**src/hw/rtl/hslr_pkg.sv**
```systemverilog
package hslr_pkg;

	// Default number of fraction bits of the internal fixed-point format.
	localparam int FracBitsDefault = 16;

	// Restoring divider: quotient bits resolved per pipeline stage.
	localparam int DivStepsPerStage = 4;

	// Largest channel value; fractions are byte / MaxByte.
	localparam int MaxByte = 255;

	// Number of hue sextants.
	localparam int SextantCount = 6;

	// Byte-to-fraction lookup, elaborated once per fraction width.
	typedef logic [63:0] frac_table_t [256];

	// Hue sextant: which channel is at the maximum and which one moves.
	typedef enum logic [2:0] {
		SEXT_RG = 3'd0,
		SEXT_GR = 3'd1,
		SEXT_GB = 3'd2,
		SEXT_BG = 3'd3,
		SEXT_BR = 3'd4,
		SEXT_RB = 3'd5
	} sextant_t;

	// Pipeline depth of one divider.
	function automatic int div_latency(input int frac_bits);
		return (frac_bits + DivStepsPerStage) / DivStepsPerStage;
	endfunction

	// Cycles from an accepted word to its result strobe.
	function automatic int pipe_latency(input int frac_bits);
		return 13 + 2 * div_latency(frac_bits);
	endfunction

	// Table of floor(byte * 2^frac_bits / 255).
	function automatic frac_table_t frac_table(input int frac_bits);
		frac_table_t tab;
		for (int i = 0; i < 256; i++) begin
			tab[i] = (64'(i) << frac_bits) / 64'(MaxByte);
		end
		return tab;
	endfunction

endpackage

```
**src/hw/rtl/hslr_div.sv**
```systemverilog
module hslr_div #(
	parameter int FRAC_BITS = hslr_pkg::FracBitsDefault,
	parameter int WIDTH     = hslr_pkg::FracBitsDefault + 3
) (
	input  logic             clk,
	input  logic [WIDTH-1:0] dividend,
	input  logic [WIDTH-1:0] divisor,
	output logic [WIDTH-1:0] quotient
);
	import hslr_pkg::*;

	localparam int Stages = div_latency(FRAC_BITS);
	localparam int Steps  = FRAC_BITS + 1;

	logic [WIDTH:0]   rem_in [Stages];
	logic [WIDTH-1:0] quo_in [Stages];
	logic [WIDTH-1:0] den_in [Stages];
	logic [WIDTH:0]   rem_s  [Stages];
	logic [WIDTH-1:0] quo_s  [Stages];
	logic [WIDTH-1:0] den_s  [Stages];

	// Each stage resolves a few quotient bits: the integer bit first, then fraction bits.
	for (genvar k = 0; k < Stages; k++) begin : g_stage
		logic [WIDTH:0]   rem_nx;
		logic [WIDTH-1:0] quo_nx;

		if (k == 0) begin : g_head
			assign rem_in[k] = {1'b0, dividend};
			assign quo_in[k] = '0;
			assign den_in[k] = divisor;
		end else begin : g_tail
			assign rem_in[k] = rem_s[k-1];
			assign quo_in[k] = quo_s[k-1];
			assign den_in[k] = den_s[k-1];
		end

		always_comb begin
			rem_nx = rem_in[k];
			quo_nx = quo_in[k];
			for (int j = 0; j < DivStepsPerStage; j++) begin
				if (k * DivStepsPerStage + j < Steps) begin
					if (k * DivStepsPerStage + j != 0) begin
						rem_nx = rem_nx << 1;
					end
					quo_nx = quo_nx << 1;
					if (rem_nx >= {1'b0, den_in[k]}) begin
						rem_nx    = rem_nx - {1'b0, den_in[k]};
						quo_nx[0] = 1'b1;
					end
				end
			end
		end

		always_ff @(posedge clk) begin
			rem_s[k] <= rem_nx;
			quo_s[k] <= quo_nx;
			den_s[k] <= den_in[k];
		end
	end

	// A zero divisor gives a zero quotient.
	assign quotient = (den_s[Stages-1] == '0) ? '0 : quo_s[Stages-1];

endmodule

```
**config.mk**
```make
export PLATFORM = sky130hd
export DESIGN_NAME = hslr_div
export DESIGN_NICKNAME = d
export VERILOG_FILES = /design/src/hw/rtl/hslr_pkg.sv /design/src/hw/rtl/hslr_div.sv
export SDC_FILE = /design/constraint.sdc
export NUM_CORES = 1
export LEC_CHECK = 0
export ABC_CLOCK_PERIOD_IN_PS = 22500
export BUFFER_PORTS_ARGS = -buffer_cell sky130_fd_sc_hd__buf_2
export CORE_MARGIN = 4
export CORE_UTILIZATION = 35
export CTS_CLUSTER_SIZE = 10
export DETAILED_ROUTE_END_ITERATION = 8
export GPL_ROUTABILITY_DRIVEN = 0
export GPL_TIMING_DRIVEN = 0
export PLACE_DENSITY_LB_ADDON = 0.2
export SLEW_MARGIN = 20
export SYNTH_ARGS = -nofsm -noshare
export SYNTH_HDL_FRONTEND = slang
export SYNTH_SLANG_ARGS = --single-unit
```
**constraint.sdc**
```tcl
create_clock -name clk -period 22.5 [get_ports clk]
set_input_delay 2.25 -clock clk [delete_from_list [all_inputs] [get_ports clk]]
set_output_delay 2.25 -clock clk [all_outputs]
set_load 0.03 [all_outputs]
```
==> impl_results.rst, run 1 <==
.. list-table::
   :header-rows: 1

   * - Metric
     - Value
   * - Outcome
     - completed
   * - Die X
     - ~260 um
   * - Share of synthesized cell area in full adder, half adder and majority cells
     - 0.1789
   * - Library cell used as clock root buffer
     - sky130_fd_sc_hd__clkbuf_16
   * - Crit path launch type
     - input pin
   * - Clock Latency Late Sink
     - 0.58 ns
   * - Vias in the first global route
     - between 15,000 and 20,000
   * - Largest family of logic cells by synthesized area
     - compound AO/OA/AOI/OAI gates
   * - Post-synth cell types
     - 94
   * - PortBufs
     - 55
   * - Starting Density
     - 0.3536
   * - RSZ-0062 raised after global routing
     - no
   * - Clock transition at path regs
     - around 0.05 ns
   * - Fraction of final layout cells sized beyond drive strength 1
     - 0.1005
   * - TritonCTS clock tree
     - yes
   * - Global-route usage over all layers
     - 0.1935
   * - Count of maximum capacitance violations
     - 0
   * - Worst-Margin Slew
     - 0.9055 ns
   * - Global-route wire length before repair
     - 106.0 mm
   * - Area occupied by registers
     - about 0.0046 mm^2
   * - Clock Skew
     - approximately 0.024 ns
   * - Number of detailed-route iterations in the first pass
     - 6
   * - Post-Layout Inst Area
     - 0.02446 mm^2
   * - Post-cts hold buffer count
     - 0
   * - Synth area leaders
     - sky130_fd_sc_hd__dfxtp_1 20%, sky130_fd_sc_hd__ha_1 17%, sky130_fd_sc_hd__mux2_2 5.9%
   * - Cts bufs inserted
     - 28
   * - #FFs+latches synth
     - 228
   * - Antenna cells
     - 0
   * - Highest clock rate
     - 64.61 MHz
   * - Final setup vio count
     - 0
   * - Endpoint class of the critical path
     - register
   * - Maximum single-stage delay on the critical path
     - approximately 0.75 ns
   * - Part of the cycle the worst path needs
     - 0.6879
   * - Count of endpoints failing hold in the final timing report
     - 0
   * - Fin nets
     - 3,183
   * - Final Max Tran Viols
     - 0
   * - Number of buffers inserted by post-CTS setup repair
     - 0
   * - Fraction of post-synthesis cell area in the top cell type by area
     - 0.2046
   * - Req. time, crit path
     - 22.88 ns
   * - Final-layout setup total negative slack
     - 0 ns
   * - Slew HR
     - 0.3807
   * - Residual DRC count
     - 0
   * - Proportion of register bits with asynchronous set or reset after synthesis
     - 0
   * - Portion of netlist area occupied by mux cells
     - 0.07825
   * - Number of standard cells after synthesis
     - 2,741
   * - Area growth from synthesis to layout
     - 9.682%
   * - Area enclosed by the die boundary
     - 0.06783 mm^2
   * - Final HPWL DP
     - 55.82 mm
   * - EDFF count, synth
     - 0
   * - Crit path time final
     - roughly 15 ns
   * - Overflow after GRT
     - 0
   * - Average size of a mapped cell
     - 8.138 um^2
   * - Most used DFF post-synth
     - sky130_fd_sc_hd__dfxtp_1
   * - Count of H-tree levels built during CTS
     - 1
   * - Area taken by multi-input logic gates
     - 0.01684 mm^2
   * - Post-detailed-route via-to-cell ratio
     - about 5.5
   * - Most frequent cells in the layout
     - 311 x sky130_fd_sc_hd__ha_1, 240 x sky130_fd_sc_hd__a21oi_1, 228 x sky130_fd_sc_hd__dfxtp_1
   * - CTS Buffer Depth
     - 3
   * - Routed wire per std cell
     - 18.39 um
   * - Cell taking the most area after synthesis
     - sky130_fd_sc_hd__dfxtp_1
   * - Core area
     - 0.06308 mm^2
   * - Crit Path Max Fanout
     - 10
   * - Yosys warns
     - 0
   * - Register area share after synthesis
     - 0.2046
   * - Number of rows created at floorplan
     - 92
   * - Total cell area at the placement stage
     - 0.02366 mm^2
   * - Cell type of the slowest stage on the worst timing path
     - sky130_fd_sc_hd__o21ai_1
   * - Simple-gate portion of the synthesized area
     - 0.1610
   * - Routed wire length
     - 67.70 mm
   * - WS Path Type
     - input pin to register
   * - HP Class
     - register to register
   * - Initial DRC Count
     - 1,250
   * - Number of nets with antenna violations after routing
     - 0
   * - Post-cts gate resize count
     - 0
   * - Total number of clock tree sinks
     - 228
   * - Data arrival time of the worst path
     - 15.86 ns
   * - Post-layout util
     - 0.3878
   * - Boundary pin count
     - 58
   * - Xor/xnor cell area share of the yosys netlist
     - 0.09031
   * - # fillers
     - about 6,600
   * - Initial antenna violation count
     - 0
   * - Commonest non-fill, non-tap cell in the layout
     - sky130_fd_sc_hd__ha_1
   * - Height of the die
     - 260.4 um
   * - Netlist area before placement
     - 0.02231 mm^2
   * - Pin count of the biggest net entering global routing
     - 16
   * - Compound-gate portion of the synthesized area
     - 0.2461
   * - Vias
     - 20,315
==> routing by layer <==
layer  track usage  share of wire  routed length, um
met4       0.07082          0.041               2758
met1        0.2552           0.46              30830
met2        0.3231           0.45              30730
met3       0.02601          0.050               3374
met5             0              0                  0
==> state kept, by name, indices dropped and copies added, names as in the netlist <==
signal,flops
rem_s,76
den_s,95
quo_s,57
==> layout make-up <==
type,instances,area share
repair buffers,56,0.01146
multi-input cells,2287,0.6885
flip-flops and latches,228,0.1866
well taps,846,0.04327
clock inverters,4,0.003120
inverters,174,0.02670
plain buffers,53,0.01038
clock buffers,34,0.02997
==> worst max-delay path: cells and delay by family <==
| family | cells | cell delay (ns) |
|---|---|---|
| simple gates | 5 | 0.96 |
| buf+inv | 10 | 2.95 |
| mux | 2 | 0.52 |
| fa+ha+maj | 4 | 1.44 |
| compound gates | 26 | 7.73 |
==> path summary, 6_finish.rpt <==
kind / endpoint / from / cells after the start / slack [ns]
worst min-delay path: quo_s[4][9]$_DFF_P_ / quo_s[3][8]$_DFF_P_ / 0 / 0.32
worst max-delay path: rem_s[0][16]$_DFF_P_ / divisor[13] / 47 / 7.02
worst max register to register: rem_s[0][36]$_DFF_P_ / den_s[0][0]$_DFF_P_ / 48 / 8.95
worst min register to register: quo_s[4][9]$_DFF_P_ / quo_s[3][8]$_DFF_P_ / 0 / 0.32
==> stage by stage <==
step           instances  worst slack, ns  hold WS (ns)
4_1_cts             3682            7.300        0.3237
5_1_grt             3682            6.124        0.3268
3_5_place_dp        3644            6.782        0.3121
2_1_floorplan       2742            10.59        0.3096
3_3_place_gp        3643            6.882        0.3114
6_report            3682            7.022        0.3205
==> cell usage after synthesis (20+ instances only) <==
library cell	instances
sky130_fd_sc_hd__o21bai_1	27
sky130_fd_sc_hd__nor2b_1	48
sky130_fd_sc_hd__or2_2	20
sky130_fd_sc_hd__clkbuf_1	32
sky130_fd_sc_hd__nand2_1	176
sky130_fd_sc_hd__a21oi_1	240
sky130_fd_sc_hd__o21a_1	57
sky130_fd_sc_hd__mux2_2	116
sky130_fd_sc_hd__or3_1	36
sky130_fd_sc_hd__inv_1	166
sky130_fd_sc_hd__xnor2_1	140
sky130_fd_sc_hd__a211oi_1	25
sky130_fd_sc_hd__xor2_1	90
sky130_fd_sc_hd__and2_1	20
sky130_fd_sc_hd__mux2i_1	33
sky130_fd_sc_hd__dfxtp_1	228
sky130_fd_sc_hd__nor2_1	213
sky130_fd_sc_hd__ha_1	311
sky130_fd_sc_hd__nand3_1	52
sky130_fd_sc_hd__a31oi_1	25
sky130_fd_sc_hd__nand2b_1	49
sky130_fd_sc_hd__and3_1	26
sky130_fd_sc_hd__o21ai_0	180
sky130_fd_sc_hd__nor3_1	38
sky130_fd_sc_hd__a21o_1	92
==> logic make-up after synthesis <==
kind of cell | count (synthesis)
AO/OA/AOI/OAI | 844
AND/OR/NAND/NOR | 737
adder cells (fa/ha/maj) | 316
XOR/XNOR | 230
flip-flops | 228
buffers and inverters | 227
multiplexers | 158
other | 1
Power of run 1 is left out: the tool's default activity adds up to more than one toggle a clock period on the data nets, which glitch-free logic cannot reach.
==> inputs of run 2 (changes only) <==
- ABC_CLOCK_PERIOD_IN_PS: 22500 -> 15050
- clock period: 22.5 -> 15.05 ns (I/O delays scaled with it)
==> run 2 against run 1 <==
Effect of this change:
- cell area is essentially flat
- critical endpoint unchanged
- routed wire length grew 0.18%
- count of clock-buffer cells in the layout is the same
- highest routed layer unchanged
- sequential cell count is the same
==> impl_results.rst, run 2 (synthesized netlist as in run 1, its figures left out) <==
.. list-table::
   :header-rows: 1

   * - Metric
     - Value
   * - Residual DRC count
     - 0 (unchanged)
   * - Fraction of final layout cells sized beyond drive strength 1
     - 0.1012 (+0.0007052)
   * - Overflow after GRT
     - 0 (unchanged)
   * - Vias in the first global route
     - 19,814 (unchanged)
   * - Largest regs
     - den_s (95), rem_s (76), quo_s (57)
   * - Area growth from synthesis to layout
     - 9.721% (about the same)
   * - Count of endpoints failing hold in the final timing report
     - 0 (unchanged)
   * - Number of rows created at floorplan
     - 92 (unchanged)
   * - Part of the cycle the worst path needs
     - 0.9330
   * - Count of H-tree levels built during CTS
     - 1 (unchanged)
   * - Number of detailed-route iterations in the first pass
     - 6 (unchanged)
   * - Global-route wire length before repair
     - 106.0 mm (unchanged)
   * - PortBufs
     - 55 (unchanged)
   * - Routed wire per std cell
     - 18.42 um (+0.18%)
   * - Reg2Reg Setup Slack
     - 1.40 ns (-7.55 ns)
   * - TritonCTS clock tree
     - yes
   * - RSZ-0062 raised after global routing
     - no
   * - Antenna cells
     - 0 (unchanged)
   * - Final Max Tran Viols
     - 0 (unchanged)
   * - Endpoint class of the critical path
     - register
   * - Clock Latency Late Sink
     - 0.58 ns (about the same)
   * - Die X
     - 260.4 um (unchanged)
   * - Count of maximum capacitance violations
     - 0 (unchanged)
   * - Req. time, crit path
     - 15.43 ns (-7.45 ns)
   * - WS Path Type
     - input pin to register
   * - Boundary pin count
     - 58 (unchanged)
   * - Core area
     - 0.06308 mm^2 (unchanged)
   * - Highest clock rate
     - 71.22 MHz
   * - Final setup vio count
     - 0 (unchanged)
   * - Total number of clock tree sinks
     - 228 (unchanged)
   * - Post-cts hold buffer count
     - 0 (unchanged)
   * - Maximum single-stage delay on the critical path
     - 0.48 ns (-0.27 ns)
   * - WP buf/inv
     - 9 (-1)
   * - Slew HR
     - 0.3914 (+0.01070)
   * - CTS Buffer Depth
     - 3 (unchanged)
   * - Global-route usage over all layers
     - 0.1935 (unchanged)
   * - Fin nets
     - 3,183 (unchanged)
   * - Area enclosed by the die boundary
     - 0.06783 mm^2 (unchanged)
   * - Number of standard cells in the layout, taps in and fillers out
     - 3,682 (unchanged)
   * - Worst-Margin Slew
     - 0.8898 ns (-0.01564 ns)
   * - Crit Path Max Fanout
     - 10 (unchanged)
   * - Reg with most FFs
     - den_s
   * - Crit path launch type
     - input pin
   * - Final HPWL DP
     - 55.82 mm (unchanged)
   * - Delay-heaviest family, CP
     - compound AO/OA/AOI/OAI gates
   * - Most used cell, CP
     - sky130_fd_sc_hd__a21oi_1
   * - Pin count of the biggest net entering global routing
     - 16 (unchanged)
   * - Outcome
     - completed
   * - Routed wire length
     - 67.82 mm (+0.18%)
   * - # fillers
     - 6,567 (+0.015%)
   * - Number of nets with antenna violations after routing
     - 0 (unchanged)
   * - Placed Cells incl. Taps
     - 3,644 (unchanged)
   * - Cell type of the slowest stage on the worst timing path
     - sky130_fd_sc_hd__mux2i_2
   * - Clock Skew
     - 0.02544 ns (+0.001381 ns)
   * - Height of the die
     - 260.4 um (unchanged)
   * - HP Class
     - register to register
   * - Most frequent cells in the layout
     - 311 x sky130_fd_sc_hd__ha_1, 240 x sky130_fd_sc_hd__a21oi_1, 228 x sky130_fd_sc_hd__dfxtp_1
   * - Cts bufs inserted
     - 28 (unchanged)
   * - Initial antenna violation count
     - 0 (unchanged)
   * - Tightest hold margin
     - 0.3205 ns (-0.000001000 ns)
   * - Library cell used as clock root buffer
     - sky130_fd_sc_hd__clkbuf_16
   * - Max reg flops
     - 95 (unchanged)
   * - Post-detailed-route via-to-cell ratio
     - 5.539 (+0.39%)
   * - Commonest non-fill, non-tap cell in the layout
     - sky130_fd_sc_hd__ha_1
   * - Vias
     - 20,394 (+0.39%)
   * - Data arrival time of the worst path
     - 14.42 ns (-1.44 ns)
   * - Initial DRC Count
     - 1,300 (+4.0%)
   * - Final-layout setup total negative slack
     - 0 ns (unchanged)
   * - Starting Density
     - 0.3536 (unchanged)
   * - Clock transition at path regs
     - 0.05 ns (about the same)
   * - Crit path time final
     - about 14 ns
run 2: cell counts in the layout (fill, tap and decap cells not counted):
No cell type changed its count.
run 2: metrics by stage:
| stage | util | setup slack [ns] | area [um^2] |
|---|---|---|---|
| 2_1_floorplan | - | 3.883 | 22310 |
| 5_1_grt | 0.3880 | 0.1626 | 24470 |
| 4_1_cts | 0.3878 | 0.5951 | 24460 |
| 3_3_place_gp | 0.3748 | 0.1774 | 23640 |
| 6_report | 0.3880 | 1.008 | 24470 |
| 3_5_place_dp | 0.3750 | 0.07737 | 23660 |
run 2: final cells by class:
type | instances | area [um^2] | area share
multi-input combinational | 2287 | 16850 | 0.6887
clock inverter | 4 | 76.32 | 0.003119
sequential | 228 | 4564 | 0.1865
timing repair buffer | 56 | 280.3 | 0.01145
clock buffer | 34 | 733.2 | 0.02996
tap | 846 | 1059 | 0.04325
buffer | 53 | 254.0 | 0.01038
inverter | 174 | 653.1 | 0.02669
run 2: what timing repair did:
action	CTS	global route
endpoints found under the setup margin	0	20
buffers inserted	0	0
gates resized for setup	0	4
run 2: final timing paths:
kind                       startpoint                   end  cells past startpoint
setup / recovery          divisor[13]  rem_s[0][16]$_DFF_P_                     46
hold / removal    quo_s[3][8]$_DFF_P_   quo_s[4][9]$_DFF_P_                      0
setup reg to reg  den_s[0][0]$_DFF_P_  rem_s[0][36]$_DFF_P_                     48
hold reg to reg   quo_s[3][8]$_DFF_P_   quo_s[4][9]$_DFF_P_                      0
run 2: metal layers:
metal | GRT usage | share of wire | vias to the layer above
li1 | - | - | 10160
met1 | 0.2552 | 0.46 | 9532
met2 | 0.3231 | 0.45 | 572
met3 | 0.02601 | 0.051 | 130
met4 | 0.07082 | 0.040 | 0
met5 | 0 | 0 | -
Power of run 2 is left out for the same reason.
